### config.mk
export PLATFORM = sky130hd
export DESIGN_NAME = dda_line_rasterizer
export DESIGN_NICKNAME = d
export VERILOG_FILES = /design/src/rtl/dda_pkg.sv /design/src/rtl/dda_line_rasterizer.sv /design/src/rtl/dda_ctrl.sv /design/src/rtl/dda_datapath.sv
export SDC_FILE = /design/constraint.sdc
export NUM_CORES = 1
export LEC_CHECK = 0
export BUFFER_PORTS_ARGS = -buffer_cell sky130_fd_sc_hd__buf_2
export CORE_MARGIN = 2
export CORE_UTILIZATION = 55
export DETAILED_ROUTE_END_ITERATION = 7
export GPL_TIMING_DRIVEN = 0
export PLACE_DENSITY = 0.8
export SETUP_SLACK_MARGIN = 0.3
export SYNTH_ARGS = -nofsm -noshare
export SYNTH_HDL_FRONTEND = slang
export SYNTH_SLANG_ARGS = --single-unit
### constraint.sdc
create_clock -name aclk -period 6.2 [get_ports aclk]
set_clock_uncertainty 0.1 [all_clocks]
set_input_delay 0.62 -clock aclk [delete_from_list [all_inputs] [get_ports aclk]]
set_output_delay 0.62 -clock aclk [all_outputs]
set_load 0.005 [all_outputs]
### src/rtl/dda_pkg.sv
// Shared constants, codes and controller-datapath interface types of the DDA line rasterizer.
`timescale 1ns / 1ps
`default_nettype none

package dda_pkg;

    localparam int FRACTION_BITS = 16;
    localparam int COORD_BITS    = 16;

    localparam int IN_W      = 16;
    localparam int PIX_W     = 16;
    localparam int DIM_W     = 13;
    localparam int ADDR_W    = 24;
    localparam int PAINT_W   = 32;
    localparam int CFG_IDX_W = 1;

    localparam int POS_W   = COORD_BITS + FRACTION_BITS + 1;
    localparam int STEP_W  = FRACTION_BITS + 2;
    localparam int DELTA_W = COORD_BITS + 1;
    localparam int MAG_W   = COORD_BITS;
    localparam int REM_W   = COORD_BITS + 1;
    localparam int QUO_W   = FRACTION_BITS + 2;
    localparam int LEFT_W  = COORD_BITS + 1;
    localparam int RND_W   = POS_W + 1 - FRACTION_BITS;
    localparam int CMP_W   = (RND_W > DIM_W) ? RND_W : DIM_W;
    localparam int MUL_W   = 2 * DIM_W;
    localparam int CNT_W   = $clog2(QUO_W);

    localparam logic [DIM_W-1:0] SCREEN_WIDTH_RESET  = DIM_W'(640);
    localparam logic [DIM_W-1:0] SCREEN_HEIGHT_RESET = DIM_W'(480);

    typedef enum logic [CFG_IDX_W-1:0] {
        REG_SCREEN_WIDTH  = 1'b0,
        REG_SCREEN_HEIGHT = 1'b1
    } cfg_reg_t;

    typedef enum logic {
        CMD_LOAD = 1'b0,
        CMD_STEP = 1'b1
    } command_t;

    typedef struct packed {
        logic load_line;
        logic prep;
        logic div_iter;
        logic finish;
        logic step_pixel;
        logic step_idle;
        logic out_load;
    } dda_cmd_t;

    typedef struct packed {
        logic active;
        logic div_done;
        logic out_free;
    } dda_status_t;

endpackage

`default_nettype wire

### src/rtl/dda_line_rasterizer.sv
// Top level of the DDA line rasterizer: joins the controller and the datapath.
//
// Input items arrive on the s_ channel as valid/ready transfers. A load command takes the two
// endpoints and the paint color and produces no result; a step command produces one pixel on
// the m_ channel while a line is active and nothing otherwise. The last pixel carries m_last.
// Screen width and height are written on the cfg_ channel, which is always ready; write it
// only while the block is idle.
// A load occupies the block through the prep, divide and finish states after its transfer:
// the per-axis increments come out of bit-serial dividers that share one divisor and counter
// and produce one quotient bit per cycle for each axis. A step is rounded and clipped in
// its transfer cycle; the row-times-width address multiply follows in the address state.
// The address state keeps s_ready low and loads the output register once that register frees.
// The output register lets the next item be taken while a pixel waits; if the receiver keeps
// m_ready low, the following step holds in the address stage and s_ready stays low until the
// output register frees. Reset clears the line, the output register and sets the screen to
// 640 by 480.
`timescale 1ns / 1ps
`default_nettype none

module dda_line_rasterizer
    import dda_pkg::*;
(
    input  wire logic                      aclk,
    input  wire logic                      aresetn,
    input  wire logic                      cfg_valid,
    output logic                           cfg_ready,
    input  wire logic [CFG_IDX_W-1:0]      cfg_index,
    input  wire logic [DIM_W-1:0]          cfg_data,
    input  wire logic                      s_valid,
    output logic                           s_ready,
    input  wire logic                      s_command,
    input  wire logic signed [IN_W-1:0]    s_start_x,
    input  wire logic signed [IN_W-1:0]    s_start_y,
    input  wire logic signed [IN_W-1:0]    s_end_x,
    input  wire logic signed [IN_W-1:0]    s_end_y,
    input  wire logic [PAINT_W-1:0]        s_paint,
    output logic                           m_valid,
    input  wire logic                      m_ready,
    output logic signed [PIX_W-1:0]        m_pixel_x,
    output logic signed [PIX_W-1:0]        m_pixel_y,
    output logic                           m_inside_res,
    output logic [ADDR_W-1:0]              m_pixel_address,
    output logic [PAINT_W-1:0]             m_pixel_paint,
    output logic                           m_last
);

    dda_cmd_t    cmd;
    dda_status_t status;

    assign cfg_ready = 1'b1;

    dda_ctrl u_ctrl (
        .aclk      (aclk),
        .aresetn   (aresetn),
        .s_valid   (s_valid),
        .s_ready   (s_ready),
        .s_command (s_command),
        .status    (status),
        .cmd       (cmd)
    );

    dda_datapath u_datapath (
        .aclk            (aclk),
        .aresetn         (aresetn),
        .cmd             (cmd),
        .status          (status),
        .cfg_valid       (cfg_valid),
        .cfg_index       (cfg_index),
        .cfg_data        (cfg_data),
        .s_start_x       (s_start_x),
        .s_start_y       (s_start_y),
        .s_end_x         (s_end_x),
        .s_end_y         (s_end_y),
        .s_paint         (s_paint),
        .m_valid         (m_valid),
        .m_ready         (m_ready),
        .m_pixel_x       (m_pixel_x),
        .m_pixel_y       (m_pixel_y),
        .m_inside_res    (m_inside_res),
        .m_pixel_address (m_pixel_address),
        .m_pixel_paint   (m_pixel_paint),
        .m_last          (m_last)
    );

endmodule

`default_nettype wire

### src/rtl/dda_ctrl.sv
// Controller state machine that sequences line loads, the increment division and pixel steps.
`timescale 1ns / 1ps
`default_nettype none

module dda_ctrl
    import dda_pkg::*;
(
    input  wire logic        aclk,
    input  wire logic        aresetn,
    input  wire logic        s_valid,
    output logic             s_ready,
    input  wire logic        s_command,
    input  wire dda_status_t status,
    output dda_cmd_t         cmd
);

    typedef enum logic [4:0] {
        ST_IDLE = 5'b00001,
        ST_PREP = 5'b00010,
        ST_DIV  = 5'b00100,
        ST_FIN  = 5'b01000,
        ST_ADDR = 5'b10000
    } state_t;

    state_t state_reg;
    state_t state_next;

    always_ff @(posedge aclk) begin
        if (!aresetn) begin
            state_reg <= ST_IDLE;
        end else begin
            state_reg <= state_next;
        end
    end

    always_comb begin
        state_next = state_reg;
        cmd        = '0;
        s_ready    = 1'b0;
        case (state_reg)
            ST_IDLE: begin
                s_ready = 1'b1;
                if (s_valid) begin
                    if (s_command == CMD_LOAD) begin
                        cmd.load_line = 1'b1;
                        state_next    = ST_PREP;
                    end else if (status.active) begin
                        cmd.step_pixel = 1'b1;
                        state_next     = ST_ADDR;
                    end else begin
                        cmd.step_idle = 1'b1;
                    end
                end
            end
            ST_PREP: begin
                cmd.prep   = 1'b1;
                state_next = ST_DIV;
            end
            ST_DIV: begin
                cmd.div_iter = 1'b1;
                if (status.div_done) begin
                    state_next = ST_FIN;
                end
            end
            ST_FIN: begin
                cmd.finish = 1'b1;
                state_next = ST_IDLE;
            end
            ST_ADDR: begin
                if (status.out_free) begin
                    cmd.out_load = 1'b1;
                    state_next   = ST_IDLE;
                end
            end
            default: begin
                state_next = ST_IDLE;
            end
        endcase
    end

endmodule

`default_nettype wire

### src/rtl/dda_datapath.sv
// Datapath with line state, screen registers, the increment divider and the output register.
`timescale 1ns / 1ps
`default_nettype none

module dda_datapath
    import dda_pkg::*;
(
    input  wire logic                      aclk,
    input  wire logic                      aresetn,
    input  wire dda_cmd_t                  cmd,
    output dda_status_t                    status,
    input  wire logic                      cfg_valid,
    input  wire logic [CFG_IDX_W-1:0]      cfg_index,
    input  wire logic [DIM_W-1:0]          cfg_data,
    input  wire logic signed [IN_W-1:0]    s_start_x,
    input  wire logic signed [IN_W-1:0]    s_start_y,
    input  wire logic signed [IN_W-1:0]    s_end_x,
    input  wire logic signed [IN_W-1:0]    s_end_y,
    input  wire logic [PAINT_W-1:0]        s_paint,
    output logic                           m_valid,
    input  wire logic                      m_ready,
    output logic signed [PIX_W-1:0]        m_pixel_x,
    output logic signed [PIX_W-1:0]        m_pixel_y,
    output logic                           m_inside_res,
    output logic [ADDR_W-1:0]              m_pixel_address,
    output logic [PAINT_W-1:0]             m_pixel_paint,
    output logic                           m_last
);

    logic [DIM_W-1:0]          width_reg;
    logic [DIM_W-1:0]          height_reg;
    logic                      active_reg;
    logic signed [POS_W-1:0]   pos_x_reg;
    logic signed [POS_W-1:0]   pos_y_reg;
    logic signed [STEP_W-1:0]  step_x_reg;
    logic signed [STEP_W-1:0]  step_y_reg;
    logic [LEFT_W-1:0]         left_reg;
    logic [PAINT_W-1:0]        paint_reg;
    logic signed [DELTA_W-1:0] dx_reg;
    logic signed [DELTA_W-1:0] dy_reg;
    logic [MAG_W-1:0]          side_reg;
    logic [REM_W-1:0]          rem_x_reg;
    logic [REM_W-1:0]          rem_y_reg;
    logic [QUO_W-1:0]          quo_x_reg;
    logic [QUO_W-1:0]          quo_y_reg;
    logic [CNT_W-1:0]          cnt_reg;
    logic signed [RND_W-1:0]   rnd_x_reg;
    logic signed [RND_W-1:0]   rnd_y_reg;
    logic                      inside_reg;
    logic                      last_reg;
    logic                      out_valid_reg;

    logic signed [COORD_BITS-1:0] x0;
    logic signed [COORD_BITS-1:0] y0;
    logic signed [COORD_BITS-1:0] x1;
    logic signed [COORD_BITS-1:0] y1;
    logic [MAG_W-1:0]             mag_x;
    logic [MAG_W-1:0]             mag_y;
    logic [MAG_W-1:0]             side;
    logic [REM_W-1:0]             side_ext;
    logic                         bit_x;
    logic                         bit_y;
    logic [REM_W-1:0]             rem_x_sub;
    logic [REM_W-1:0]             rem_y_sub;
    logic [QUO_W:0]               quo_x_inc;
    logic [QUO_W:0]               quo_y_inc;
    logic signed [STEP_W-1:0]     stepmag_x;
    logic signed [STEP_W-1:0]     stepmag_y;
    logic signed [POS_W:0]        sum_x;
    logic signed [POS_W:0]        sum_y;
    logic signed [RND_W-1:0]      rnd_x;
    logic signed [RND_W-1:0]      rnd_y;
    logic                         on_screen;
    logic [DIM_W-1:0]             addr_x;
    logic [DIM_W-1:0]             addr_y;
    logic [MUL_W:0]               addr_full;

    assign x0 = signed'(COORD_BITS'($unsigned(s_start_x)));
    assign y0 = signed'(COORD_BITS'($unsigned(s_start_y)));
    assign x1 = signed'(COORD_BITS'($unsigned(s_end_x)));
    assign y1 = signed'(COORD_BITS'($unsigned(s_end_y)));

    assign mag_x    = dx_reg[DELTA_W-1] ? MAG_W'(-dx_reg) : MAG_W'(dx_reg);
    assign mag_y    = dy_reg[DELTA_W-1] ? MAG_W'(-dy_reg) : MAG_W'(dy_reg);
    assign side     = (mag_x >= mag_y) ? mag_x : mag_y;
    assign side_ext = REM_W'(side_reg);

    assign bit_x     = rem_x_reg >= side_ext;
    assign bit_y     = rem_y_reg >= side_ext;
    assign rem_x_sub = bit_x ? rem_x_reg - side_ext : rem_x_reg;
    assign rem_y_sub = bit_y ? rem_y_reg - side_ext : rem_y_reg;

    assign quo_x_inc = {1'b0, quo_x_reg} + (QUO_W + 1)'(1);
    assign quo_y_inc = {1'b0, quo_y_reg} + (QUO_W + 1)'(1);
    assign stepmag_x = signed'(quo_x_inc[QUO_W:1]);
    assign stepmag_y = signed'(quo_y_inc[QUO_W:1]);

    // Round half away from zero: negative values add one less than half before the shift.
    assign sum_x = (POS_W + 1)'(pos_x_reg) + (POS_W + 1)'(1 << (FRACTION_BITS - 1))
                 - (POS_W + 1)'(pos_x_reg[POS_W-1]);
    assign sum_y = (POS_W + 1)'(pos_y_reg) + (POS_W + 1)'(1 << (FRACTION_BITS - 1))
                 - (POS_W + 1)'(pos_y_reg[POS_W-1]);
    assign rnd_x = signed'(sum_x[POS_W:FRACTION_BITS]);
    assign rnd_y = signed'(sum_y[POS_W:FRACTION_BITS]);

    assign on_screen = !rnd_x[RND_W-1] && !rnd_y[RND_W-1]
                     && (CMP_W'($unsigned(rnd_x)) < CMP_W'(width_reg))
                     && (CMP_W'($unsigned(rnd_y)) < CMP_W'(height_reg));

    assign addr_x    = DIM_W'($unsigned(rnd_x_reg));
    assign addr_y    = DIM_W'($unsigned(rnd_y_reg));
    assign addr_full = (MUL_W + 1)'(MUL_W'(addr_y) * MUL_W'(width_reg))
                     + (MUL_W + 1)'(addr_x);

    assign status.active   = active_reg;
    assign status.div_done = cnt_reg == CNT_W'(QUO_W - 1);
    assign status.out_free = !out_valid_reg || m_ready;

    assign m_valid = out_valid_reg;

    always_ff @(posedge aclk) begin
        if (!aresetn) begin
            width_reg  <= SCREEN_WIDTH_RESET;
            height_reg <= SCREEN_HEIGHT_RESET;
        end else if (cfg_valid) begin
            case (cfg_index)
                REG_SCREEN_WIDTH:  width_reg  <= cfg_data;
                REG_SCREEN_HEIGHT: height_reg <= cfg_data;
                default: begin
                end
            endcase
        end
    end

    always_ff @(posedge aclk) begin
        if (!aresetn) begin
            active_reg    <= 1'b0;
            out_valid_reg <= 1'b0;
        end else begin
            if (cmd.load_line) begin
                active_reg <= 1'b1;
            end else if (cmd.step_idle) begin
                active_reg <= 1'b0;
            end else if (cmd.step_pixel && left_reg == LEFT_W'(1)) begin
                active_reg <= 1'b0;
            end
            if (cmd.out_load) begin
                out_valid_reg <= 1'b1;
            end else if (m_ready) begin
                out_valid_reg <= 1'b0;
            end
        end
    end

    always_ff @(posedge aclk) begin
        if (cmd.load_line) begin
            dx_reg    <= DELTA_W'(x1) - DELTA_W'(x0);
            dy_reg    <= DELTA_W'(y1) - DELTA_W'(y0);
            pos_x_reg <= {(POS_W - FRACTION_BITS)'(x0), {FRACTION_BITS{1'b0}}};
            pos_y_reg <= {(POS_W - FRACTION_BITS)'(y0), {FRACTION_BITS{1'b0}}};
            paint_reg <= s_paint;
        end else if (cmd.step_pixel) begin
            pos_x_reg <= pos_x_reg + POS_W'(step_x_reg);
            pos_y_reg <= pos_y_reg + POS_W'(step_y_reg);
        end

        if (cmd.prep) begin
            side_reg  <= side;
            left_reg  <= LEFT_W'(side) + LEFT_W'(1);
            rem_x_reg <= REM_W'(mag_x);
            rem_y_reg <= REM_W'(mag_y);
            quo_x_reg <= '0;
            quo_y_reg <= '0;
            cnt_reg   <= '0;
        end else if (cmd.div_iter) begin
            rem_x_reg <= REM_W'({rem_x_sub, 1'b0});
            rem_y_reg <= REM_W'({rem_y_sub, 1'b0});
            quo_x_reg <= {quo_x_reg[QUO_W-2:0], bit_x};
            quo_y_reg <= {quo_y_reg[QUO_W-2:0], bit_y};
            cnt_reg   <= cnt_reg + CNT_W'(1);
        end else if (cmd.step_pixel) begin
            left_reg <= left_reg - LEFT_W'(1);
        end

        if (cmd.finish) begin
            if (side_reg == '0) begin
                step_x_reg <= '0;
                step_y_reg <= '0;
            end else begin
                step_x_reg <= dx_reg[DELTA_W-1] ? -stepmag_x : stepmag_x;
                step_y_reg <= dy_reg[DELTA_W-1] ? -stepmag_y : stepmag_y;
            end
        end

        if (cmd.step_pixel) begin
            rnd_x_reg  <= rnd_x;
            rnd_y_reg  <= rnd_y;
            inside_reg <= on_screen;
            last_reg   <= left_reg == LEFT_W'(1);
        end

        if (cmd.out_load) begin
            m_pixel_x       <= PIX_W'(rnd_x_reg);
            m_pixel_y       <= PIX_W'(rnd_y_reg);
            m_inside_res    <= inside_reg;
            m_pixel_address <= inside_reg ? ADDR_W'(addr_full) : '0;
            m_pixel_paint   <= paint_reg;
            m_last          <= last_reg;
        end
    end

endmodule

`default_nettype wire

==> flow_summary.json, run 1 <==
{
  "drive_gt1_share_pct": 13.3,
  "place_worst_setup_slack_ns": -0.621,
  "dieWidth_um": 249,
  "drc": 0,
  "clock-root-buffer": "clkbuf_16",
  "hp-class": "in2reg",
  "wl_um": 89300,
  "post_drt_via_cell_ratio": 5.80,
  "synth.largest_area_cell": "edfxtp_1",
  "r2r-end": "u_datapath.m_pixel_address[22]",
  "cts_sinks": 433,
  "max_cap_viol_count": 0,
  "top_layer_used": "met5",
  "ir_drop_mv": 0.215,
  "globalplace.congestion": 0.957,
  "first_pass_iters": 6,
  "stdcell_count": 4622,
  "slew_violations": 0,
  "final_cell_area_um2": 38000,
  "cts-buffers-inserted": 48,
  "worst_skew_pair.late_latency_ns": 0.60,
  "cp-start-kind": "flop",
  "clockBufferDepth": 3,
  "synth_area_um2": 33100,
  "antenna_found_initial": 3,
  "ctsHoldBuffers": 0,
  "synthDominantCellAreaShare_pct": 29.5,
  "p_sw_mw": 5.24,
  "worstMarginPinSlew_ns": 0.951,
  "yosys_warnings": 0,
  "violations": "setup timing",
  "internal-power_mw": 8.18,
  "fin_crit_sh_pct": 103,
  "place_hpwl_um": 69400,
  "synth-seq-cells": 433,
  "wl_met2_um": 41900,
  "io_pins": 209,
  "die_h_um": 249,
  "slew_headroom_pct": 36.2,
  "final-hold-violation-count": 0,
  "synth_edf_count": 325,
  "cts_tree": "done",
  "yosysSeqAreaShare_pct": 36.1,
  "grt_max_degree": 39,
  "path_clk_slew_ns": 0.06,
  "cp_max_fo": 4,
  "critPathKind": "reg2reg",
  "synthArstFlopShare_pct": 0,
  "grt_setup_unrepaired": "yes",
  "combPwrFrac_pct": 48.3,
  "fmax_ghz": 0.156,
  "p_per_area_nw_per_um2": 353,
  "grt_pass1_vias": 26300,
  "dp_cells": 4467,
  "grt_pass1_wl_um": 138000,
  "required_ns": 6.46,
  "drt_iter0_drc": 2203,
  "synth.avg_cell_area_um2": 9.50,
  "drt-met1-wl_um": 35900,
  "endpoint": "u_datapath.m_pixel_address[22]",
  "gr-usage-all-layers_pct": 28.1,
  "die_area_um2": 62100,
  "antenna_left": 0,
  "total_power_mw": 13.4,
  "finalSetupViolCount": 7,
  "area_delta_synth_final_pct": 15.0,
  "power_frac_seq_pct": 30.0,
  "power_leakage_nw": 16.4,
  "fin_ws_ns": -0.203,
  "vias": 26800,
  "syn_nets": 4052,
  "rr_startpoint": "u_datapath.rnd_y_reg[5]",
  "utilization_pct": 64.2,
  "dr_wl_met3_um": 7270,
  "nets": 4380,
  "placed_cell_area_um2": 35400,
  "synth_top_cells_by_area": "edfxtp_1 (30%), ha_1 (12%), fa_1 (8.2%)",
  "finalCriticalPeriod_ns": 6.40,
  "startpoint": "u_datapath.rnd_y_reg[5]",
  "initial_core_util_pct": 55.8,
  "wl_per_cell_um": 19.3,
  "core_um2": 59200,
  "status": "finished with violations",
  "reg2regPathDepth": 25,
  "synth_ff_type": "edfxtp_1",
  "ys_types": 92,
  "worstPathArrival_ns": 6.66,
  "grt.overflow.total": 0,
  "port_buffers": 206,
  "end_kind": "flop",
  "rows": 89,
  "htreeDepth": 2,
  "netlist_instances": 3479,
  "power_frac_clock_pct": 21.7,
  "switching_share_pct": 39.0,
  "reg2reg_slack_ns": -0.20
}
## cell usage after synthesis, drive strengths merged (39+ instances only)
cell    instances
o21ai         178
fa            135
ha            322
nand4          41
nor3           69
o21a           39
inv           358
nand3          64
and2          120
a21o           63
edfxtp        325
xnor2         165
clkbuf         92
nor2          229
xor2          109
nand2b         49
a21oi         214
nand2         361
dfxtp         108
## stage by stage
stage / TNS [ns] / hold slack [ns]
finish: -0.802 / 0.0902
global route: -1.77 / 0.0695
CTS: -0.535 / 0.0577
detailed placement: -3.85 / 0.305
global placement: -118.35 / 0.300
floorplan: 0 / 0.300
## worst max-delay path, stage by stage (launching register included)
cell,delay (ns)
edfxtp_1,0.48
clkbuf_8,0.19
and2_4,0.13
fa_1,0.49
inv_1,0.05
fa_1,0.49
inv_1,0.05
fa_1,0.47
inv_1,0.05
fa_1,0.50
inv_2,0.04
fa_2,0.52
inv_2,0.04
fa_2,0.52
inv_2,0.04
ha_4,0.27
o21ai_4,0.06
nor2_1,0.13
o31a_1,0.28
o221a_2,0.26
nand4_1,0.21
a31oi_4,0.25
nand2_2,0.12
a21oi_2,0.16
xor2_1,0.08
and2_1,0.15
## final cells by class
type | instances | area, µm²
Inverter | 360 | 1350
Buffer | 114 | 566
Tap cell | 773 | 967
Timing Repair Buffer | 278 | 1750
Clock buffer | 68 | 1410
Sequential cell | 433 | 11900
Fill cell | 4697 | 21200
Clock inverter | 22 | 191
Antenna cell | 2 | 5.00
Multi-Input combinational cell | 2572 | 19800
## power by group through the flow
stage                     Combinational [mW]  Clock [mW]  Sequential, mW
after floorplan                         4.56           0            3.97
after global placement                  5.73           0            4.09
after detailed placement                5.92           0            4.07
after CTS                               6.15        2.94            4.01
after global routing                    7.19        3.06            4.06
final                                   6.48        2.91            4.03
## how the worst min path moves through the flow
stage,from,to,slack [ns],depth (start not counted)
after floorplan,u_datapath.last_reg,u_datapath.m_last,0.30,0
after global placement,u_datapath.paint_reg[1],u_datapath.m_pixel_paint[1],0.30,0
after detailed placement,u_datapath.paint_reg[12],u_datapath.m_pixel_paint[12],0.30,0
after CTS,s_paint[23],u_datapath.paint_reg[23],0.06,1
after global routing,s_paint[6],u_datapath.paint_reg[6],0.07,1
final,s_paint[9],u_datapath.paint_reg[9],0.09,1
## cells in the final DEF, fill, tap and decap left out, types with 80 or more instances in the layout
| cell type | synthesis | layout |
|---|---|---|
| nand2_1 | 361 | 360 |
| inv_1 | 358 | 347 |
| edfxtp_1 | 325 | 325 |
| ha_1 | 322 | 311 |
| nor2_1 | 227 | 224 |
| buf_2 | 10 | 220 |
| a21oi_1 | 213 | 207 |
| xnor2_1 | 165 | 158 |
| o21ai_0 | 164 | 158 |
| fa_1 | 135 | 131 |
| and2_1 | 120 | 112 |
| dfxtp_1 | 108 | 106 |
| xor2_1 | 108 | 102 |
| clkbuf_1 | 92 | 80 |
## layer usage
| metal | up-vias | track usage, % |
|---|---|---|
| met2 | 1080 | 46.8 |
| li1 | 12800 | - |
| met5 | - | 0 |
| met4 | 4 | 13.2 |
| met3 | 222 | 5.06 |
| met1 | 12700 | 35.5 |
## what timing repair did
action                                  4_1_cts  5_1_grt
hold endpoints to repair                      0        0
cloned                                        0        0
endpoints found under the setup margin       20       19
setup buffers                                37       26
gates resized for setup                      71       61
pin swaps                                    54       38
## cell families after synthesis
group	Yosys count	share of synthesized area, %
AOI/OAI and AO/OA	756	14.8
and+or+nand+nor	1072	15.6
adders and majority gates	457	20.4
other	1	0.0113
muxes	12	0.371
buffers and inverters	474	5.43
xor gates and xnor gates	274	7.28
DFF	433	36.1
(Power assumes the default switching activity.)
==> inputs of run 2 (changes only) <==
--- a/config.mk
+++ b/config.mk
@@ -6,11 +6,15 @@
 export NUM_CORES = 1
 export LEC_CHECK = 0
 export BUFFER_PORTS_ARGS = -buffer_cell sky130_fd_sc_hd__buf_2
+export CELL_PAD_IN_SITES_DETAIL_PLACEMENT = 0
+export CELL_PAD_IN_SITES_GLOBAL_PLACEMENT = 1
 export CORE_MARGIN = 2
-export CORE_UTILIZATION = 55
+export CORE_UTILIZATION = 44
 export DETAILED_ROUTE_END_ITERATION = 7
+export GPL_ROUTABILITY_DRIVEN = 0
 export GPL_TIMING_DRIVEN = 0
-export PLACE_DENSITY = 0.8
+export PLACE_DENSITY = 0.82
+export RECOVER_POWER = 100
 export SETUP_SLACK_MARGIN = 0.3
 export SYNTH_ARGS = -nofsm -noshare
 export SYNTH_HDL_FRONTEND = slang
==> run 2 against run 1 <==
Against the previous run:
- the flow still finishes with violations (setup timing)
- non-clock buffer count fell by 16
- worst hold slack better by 0.0051 ns
- sequential power is essentially flat
- largest cell class unchanged
- highest routed layer unchanged
==> flow_summary.json, run 2 (synthesized netlist as in run 1, its figures left out) <==
{
  "port_buffers": 206,
  "cts-buffers-inserted": 50,
  "cp_slowest_cell": "fa_1",
  "grtUsageMet2_pct": 38.2,
  "wl_um": 90300,
  "place_hpwl_um": 71900,
  "worstPathArrival_ns": 6.60,
  "finalHoldWorstSlack_ns": 0.0953,
  "io_pins": 209,
  "worst_skew_pair.late_latency_ns": 0.60,
  "insertedDiodeCount": 0,
  "grt_setup_unrepaired": "yes",
  "stdcell_count": 4802,
  "fin_crit_sh_pct": 102,
  "cp_max_fo": 3,
  "fillCellCount": 6862,
  "max_cap_viol_count": 0,
  "cts_sinks": 433,
  "grt_use_met1_pct": 30.6,
  "vias": 26000,
  "p_per_area_nw_per_um2": 350,
  "required_ns": 6.45,
  "htreeDepth": 2,
  "nets": 4366,
  "clockBufferDepth": 3,
  "layout_commonest_cell": "nand2_1",
  "rr_startpoint": "u_datapath.rnd_y_reg[7]",
  "post_drt_via_cell_ratio": 5.41,
  "drc": 0,
  "worstMarginPinSlew_ns": 0.906,
  "grt_pass1_vias": 25400,
  "violations": "setup timing",
  "power_leakage_nw": 16.3,
  "die_area_um2": 77300,
  "slew_headroom_pct": 39.4,
  "mostFrequentLayoutCells": "nand2_1 (359), inv_1 (349), edfxtp_1 (325)",
  "hp-class": "in2reg",
  "finalCriticalPeriod_ns": 6.35,
  "initial_core_util_pct": 44.4,
  "ctsHoldBuffers": 0,
  "slew_violations": 0,
  "die_h_um": 278,
  "grt_pass1_wl_um": 140000,
  "path_clk_slew_ns": 0.06,
  "gr-usage-all-layers_pct": 23.2,
  "grtUsageMet3_pct": 4.06,
  "drt_iter0_drc": 1729,
  "finalSetupViolCount": 5,
  "antenna_found_initial": 2,
  "hold_start": "s_paint[9]",
  "core_um2": 74400,
  "first_pass_iters": 5,
  "clock-root-buffer": "clkbuf_16",
  "grt.overflow.total": 0,
  "antenna_left": 0,
  "multi_input_area_um2": 19800,
  "area_delta_synth_final_pct": 15.2,
  "reg2regPathDepth": 25,
  "fin_ws_ns": -0.152,
  "ir_drop_mv": 0.197,
  "cts_tree": "done",
  "wl_per_cell_um": 18.8,
  "ff_latch_area_um2": 11900,
  "dp_cells": 4662,
  "whs_path_depth": 1,
  "startpoint": "u_datapath.rnd_y_reg[7]",
  "rows": 100,
  "drive_gt1_share_pct": 12.6,
  "status": "finished with violations",
  "critPathKind": "reg2reg",
  "grt_max_degree": 39,
  "cp-start-kind": "flop",
  "fmax_ghz": 0.157,
  "dieWidth_um": 278,
  "final-hold-violation-count": 0,
  "critical-path-max-stage-delay_ns": 0.53,
  "tns_ns": -0.459,
  "crit_path_frequent_cell": "fa_1",
  "end_kind": "flop",
  "grt.busiest_layer": "met2"
}
run 2: cell count changes in the layout (fill, tap and decap cells not counted), sizes merged, moves of 2 or more:
cell      before  now
bufinv         2    6
clkinvlp       6    4
buf          302  282
diode          2    0
clkinv        12   16
run 2: final timing paths:
| check | slack (ns) | endpoint |
|---|---|---|
| worst max-delay path | -0.15 | u_datapath.m_pixel_address[23] |
| worst min-delay path | 0.1 | u_datapath.paint_reg[9] |
| worst max register to register | -0.15 | u_datapath.m_pixel_address[23] |
| worst min register to register | 0.32 | u_datapath.m_pixel_paint[0] |
run 2: repair_timing:
item                                    in CTS  in global routing
pin swaps                                   39                 29
gates resized for setup                     60                 46
buffers inserted                            39                  9
endpoints found under the setup margin      20                 19
run 2: area by class of cell:
cell class                      instances  share of cell area [%]
Timing Repair Buffer                  262                    4.02
Tap cell                              969                    3.18
Inverter                              360                    3.55
Clock inverter                         27                   0.818
Sequential cell                       433                    31.3
Clock buffer                           65                    3.57
Buffer                                114                    1.47
Multi-Input combinational cell       2572                    52.1
run 2: report_power, final:
group          leakage [nW]  switching (mW)  internal (mW)
Sequential             3.85           0.314           3.71
Clock                 0.805            1.24           1.80
Combinational          11.7            3.57           2.69
run 2: stage by stage:
step           util, %  instance area [µm²]  total power, mW  setup slack [ns]
2_1_floorplan        -                33200             8.53             0.207
3_3_place_gp      47.6                35500             9.92             -1.28
3_5_place_dp      47.9                35600             10.0            -0.649
4_1_cts           50.8                37800             13.2            -0.225
5_1_grt           51.1                38100             14.3            -0.353
6_report          51.1                38100             13.3            -0.152
run 2: worst max-delay path: cells and delay by family (launching register included):
kind | cells | cell delay, ns
fa+ha+maj | 7 | 3.01
compound gates | 7 | 1.50
buf+inv | 7 | 0.50
simple gates | 3 | 0.46
flops | 1 | 0.41
xor+xnor | 1 | 0.13
run 2: layer usage:
layer / vias to the layer above / routed length (µm)
li1: 12800 / -
met1: 12300 / 40000
met2: 671 / 41100
met3: 158 / 5910
met4: 4 / 3270
met5: - / 24
==> inputs of run 3 (changes only) <==
--- a/config.mk
+++ b/config.mk
@@ -13,9 +13,11 @@
 export DETAILED_ROUTE_END_ITERATION = 7
 export GPL_ROUTABILITY_DRIVEN = 0
 export GPL_TIMING_DRIVEN = 0
+export HOLD_SLACK_MARGIN = 0.03
 export PLACE_DENSITY = 0.82
 export RECOVER_POWER = 100
 export SETUP_SLACK_MARGIN = 0.3
 export SYNTH_ARGS = -nofsm -noshare
 export SYNTH_HDL_FRONTEND = slang
+export SYNTH_HIERARCHICAL = 1
 export SYNTH_SLANG_ARGS = --single-unit
==> run 3 against run 2 <==
Against the previous run:
- the run still ends with setup timing left
- setup slack better by 0.11 ns
- critical path depth is 1 lower
- clock-buffer cell count is 6 lower
- first-iteration DRC count is 5.1% higher
- routed wire length is 3.1% lower
- register-to-register slack better by 0.11 ns
- critical endpoint is now u_datapath/m_pixel_address[21]
- largest power group is now sequential cells
==> flow_summary.json, run 3 <==
{
  "status": "finished with violations",
  "violations": "setup timing",
  "reg2reg_slack_ns": -0.05,
  "critPathKind": "reg2reg",
  "finalSetupViolCount": 4,
  "r2r-end": "u_datapath/m_pixel_address[21]",
  "synth_top_cells_by_area": "edfxtp_1 (29%), ha_1 (12%), fa_1 (8.0%)",
  "io_pins": 209,
  "synthArstFlopShare_pct": 0,
  "synth_area_um2": 33700,
  "yosys_warnings": 6,
  "first_pass_iters": 7,
  "antenna_found_initial": 0,
  "grt_setup_unrepaired": "yes",
  "insertedDiodeCount": 0,
  "slew_violations": 0,
  "drive_gt1_share_pct": 13.3,
  "place_hpwl_um": 68200,
  "wl_um": 87500,
  "max_cap_viol_count": 0,
  "finalCriticalPeriod_ns": 6.25,
  "netlist_instances": 3537,
  "htreeDepth": 2,
  "synth_edf_count": 325,
  "end_kind": "flop",
  "grt.overflow.total": 0,
  "slew_headroom_pct": 37.1,
  "hold_start": "s_paint[12]",
  "hold_path_end": "u_datapath/paint_reg[12]",
  "layout_commonest_cell": "inv_1",
  "place_worst_setup_slack_ns": -0.552,
  "cts-buffers-inserted": 51,
  "area_delta_synth_final_pct": 15.6,
  "rr_startpoint": "u_datapath/rnd_y_reg[7]",
  "die_area_um2": 78800,
  "required_ns": 6.44,
  "clock-root-buffer": "clkbuf_16",
  "worstPathArrival_ns": 6.48,
  "yosysSeqAreaShare_pct": 35.4,
  "gr-usage-all-layers_pct": 22.0,
  "dieWidth_um": 281,
  "rows": 101,
  "internal-power_mw": 6.62,
  "power_frac_seq_pct": 34.9,
  "grt_pass1_vias": 24800,
  "path_clk_slew_ns": 0.07,
  "antenna_left": 0,
  "worst_skew_pair.late_latency_ns": 0.64,
  "drc": 0,
  "synth_ff_type": "edfxtp_1",
  "fin_ws_ns": -0.0457,
  "cts_tree": "done",
  "drt_iter0_drc": 1817,
  "mostFrequentLayoutCells": "inv_1 (370), edfxtp_1 (325), ha_1 (315)",
  "wl_per_cell_um": 17.9,
  "hp-class": "in2reg",
  "cp-start-kind": "flop",
  "reg2regPathDepth": 24,
  "fin_crit_sh_pct": 101,
  "worstMarginPinSlew_ns": 0.944,
  "cts_sinks": 433,
  "cp_max_fo": 4,
  "syn_nets": 4110,
  "ir_drop_mv": 0.216,
  "vias": 26200,
  "clockBufferDepth": 3,
  "final-hold-violation-count": 0,
  "combPwrFrac_pct": 31.6,
  "synthTopCellsByCount": "inv_1 (383), edfxtp_1 (325), ha_1 (322)",
  "synth_most_common_cell": "inv_1",
  "fillCellCount": 7026,
  "post_drt_via_cell_ratio": 5.38,
  "synth.largest_area_cell": "edfxtp_1",
  "ys_types": 100,
  "p_per_area_nw_per_um2": 250,
  "grt_max_degree": 75,
  "die_h_um": 281,
  "grt_pass1_wl_um": 137000,
  "switching_share_pct": 32.1,
  "synth.avg_cell_area_um2": 9.52,
  "port_buffers": 207,
  "synth-seq-cells": 433,
  "initial_core_util_pct": 44.4,
  "p_sw_mw": 3.12,
  "core_um2": 75800,
  "power_frac_clock_pct": 33.4,
  "nets": 4429,
  "power_leakage_nw": 16.8,
  "whs_path_depth": 1,
  "fmax_ghz": 0.160,
  "total_power_mw": 9.74,
  "synthDominantCellAreaShare_pct": 29.0
}
run 3: cell types whose count changed after synthesis, sizes merged, moves of 25 or more:
cell and change:
a21boi +26, mux2i +71, a22o -33, inv +25
nand2 -69, nor2 +67
run 3: worst max-delay path: stages (launching register included):
cell      delay, ns
edfxtp_1       0.42
buf_4          0.16
and2_1         0.16
fa_1           0.52
inv_1          0.05
fa_1           0.48
inv_1          0.06
fa_1           0.46
fa_1           0.49
fa_1           0.51
inv_1          0.05
fa_1           0.49
inv_2          0.05
ha_4           0.23
a21o_1         0.20
a21oi_2        0.16
o21a_1         0.19
a31oi_4        0.05
a41oi_2        0.20
a21oi_2        0.10
a41o_1         0.22
o41ai_4        0.27
buf_4          0.17
xnor2_1        0.05
and2_1         0.15
run 3: area by class of cell:
type / instances / area [µm²] / area share (%)
Buffer: 123 / 664 / 1.71
Clock buffer: 59 / 1440 / 3.69
Clock inverter: 36 / 410 / 1.05
Inverter: 383 / 1440 / 3.69
Multi-Input combinational cell: 2598 / 20200 / 51.9
Sequential cell: 433 / 11900 / 30.7
Tap cell: 978 / 1220 / 3.14
Timing Repair Buffer: 266 / 1590 / 4.07
run 3: routing by layer:
metal	routed length (µm)	GRT usage, %	part of all wire [%]
met1	40500	30.9	46
met2	39300	35.5	45
met3	5490	3.13	6.3
met4	2280	6.09	2.6
met5	0	0	0
run 3: repair_timing:
item                       4_1_cts  5_1_grt
cloned                           0        1
hold buffers                     1        0
resized for setup               68       58
hold endpoints to repair         1        0
setup buffers                   27       23
setup endpoints to repair       16       16
pin swaps                       13       37
run 3: power by group through the flow:
stage	clock network [mW]	logic (mW)	registers, mW
floorplan	0	2.12	3.42
global placement	0	2.72	3.47
detailed placement	0	2.75	3.46
CTS	3.34	2.92	3.40
global route	3.45	3.46	3.41
finish	3.26	3.08	3.40
run 3: worst max path at each step:
stage | from | end | slack, ns
2_1_floorplan | u_datapath/rnd_y_reg[6] | u_datapath/m_pixel_address[23] | 0.24
3_3_place_gp | s_valid | u_datapath/pos_x_reg[30] | -1.98
3_5_place_dp | u_datapath/width_reg[1] | u_datapath/m_pixel_address[23] | -0.55
4_1_cts | u_datapath/rnd_y_reg[6] | u_datapath/m_pixel_address[21] | -0.12
5_1_grt | u_datapath/rnd_y_reg[7] | u_datapath/m_pixel_address[23] | -0.23
6_report | u_datapath/rnd_y_reg[7] | u_datapath/m_pixel_address[21] | -0.05
run 3: kinds of logic after synthesis:
family / after synthesis / synth area share [%]
and+or+nand+nor: 1067 / 15.3
adders and majority gates: 457 / 20.0
muxes: 87 / 2.61
other: 1 / 0.0111
AOI/OAI and AO/OA: 722 / 14.1
buffers and inverters: 506 / 5.70
DFF: 433 / 35.4
xor gates and xnor gates: 264 / 6.87
run 3: per-stage QoR:
step | TNS, ns | utilization, % | instance area (µm²) | instances | hold slack, ns
global route | -1.09 | 51.3 | 38900 | 4876 | 0.0424
CTS | -0.461 | 50.8 | 38500 | 4851 | 0.0304
global placement | -136.62 | 47.5 | 36100 | 4722 | 0.301
detailed placement | -2.64 | 47.7 | 36200 | 4728 | 0.305
finish | -0.110 | 51.3 | 38900 | 4876 | 0.0717
floorplan | 0 | - | 33800 | 3537 | 0.300
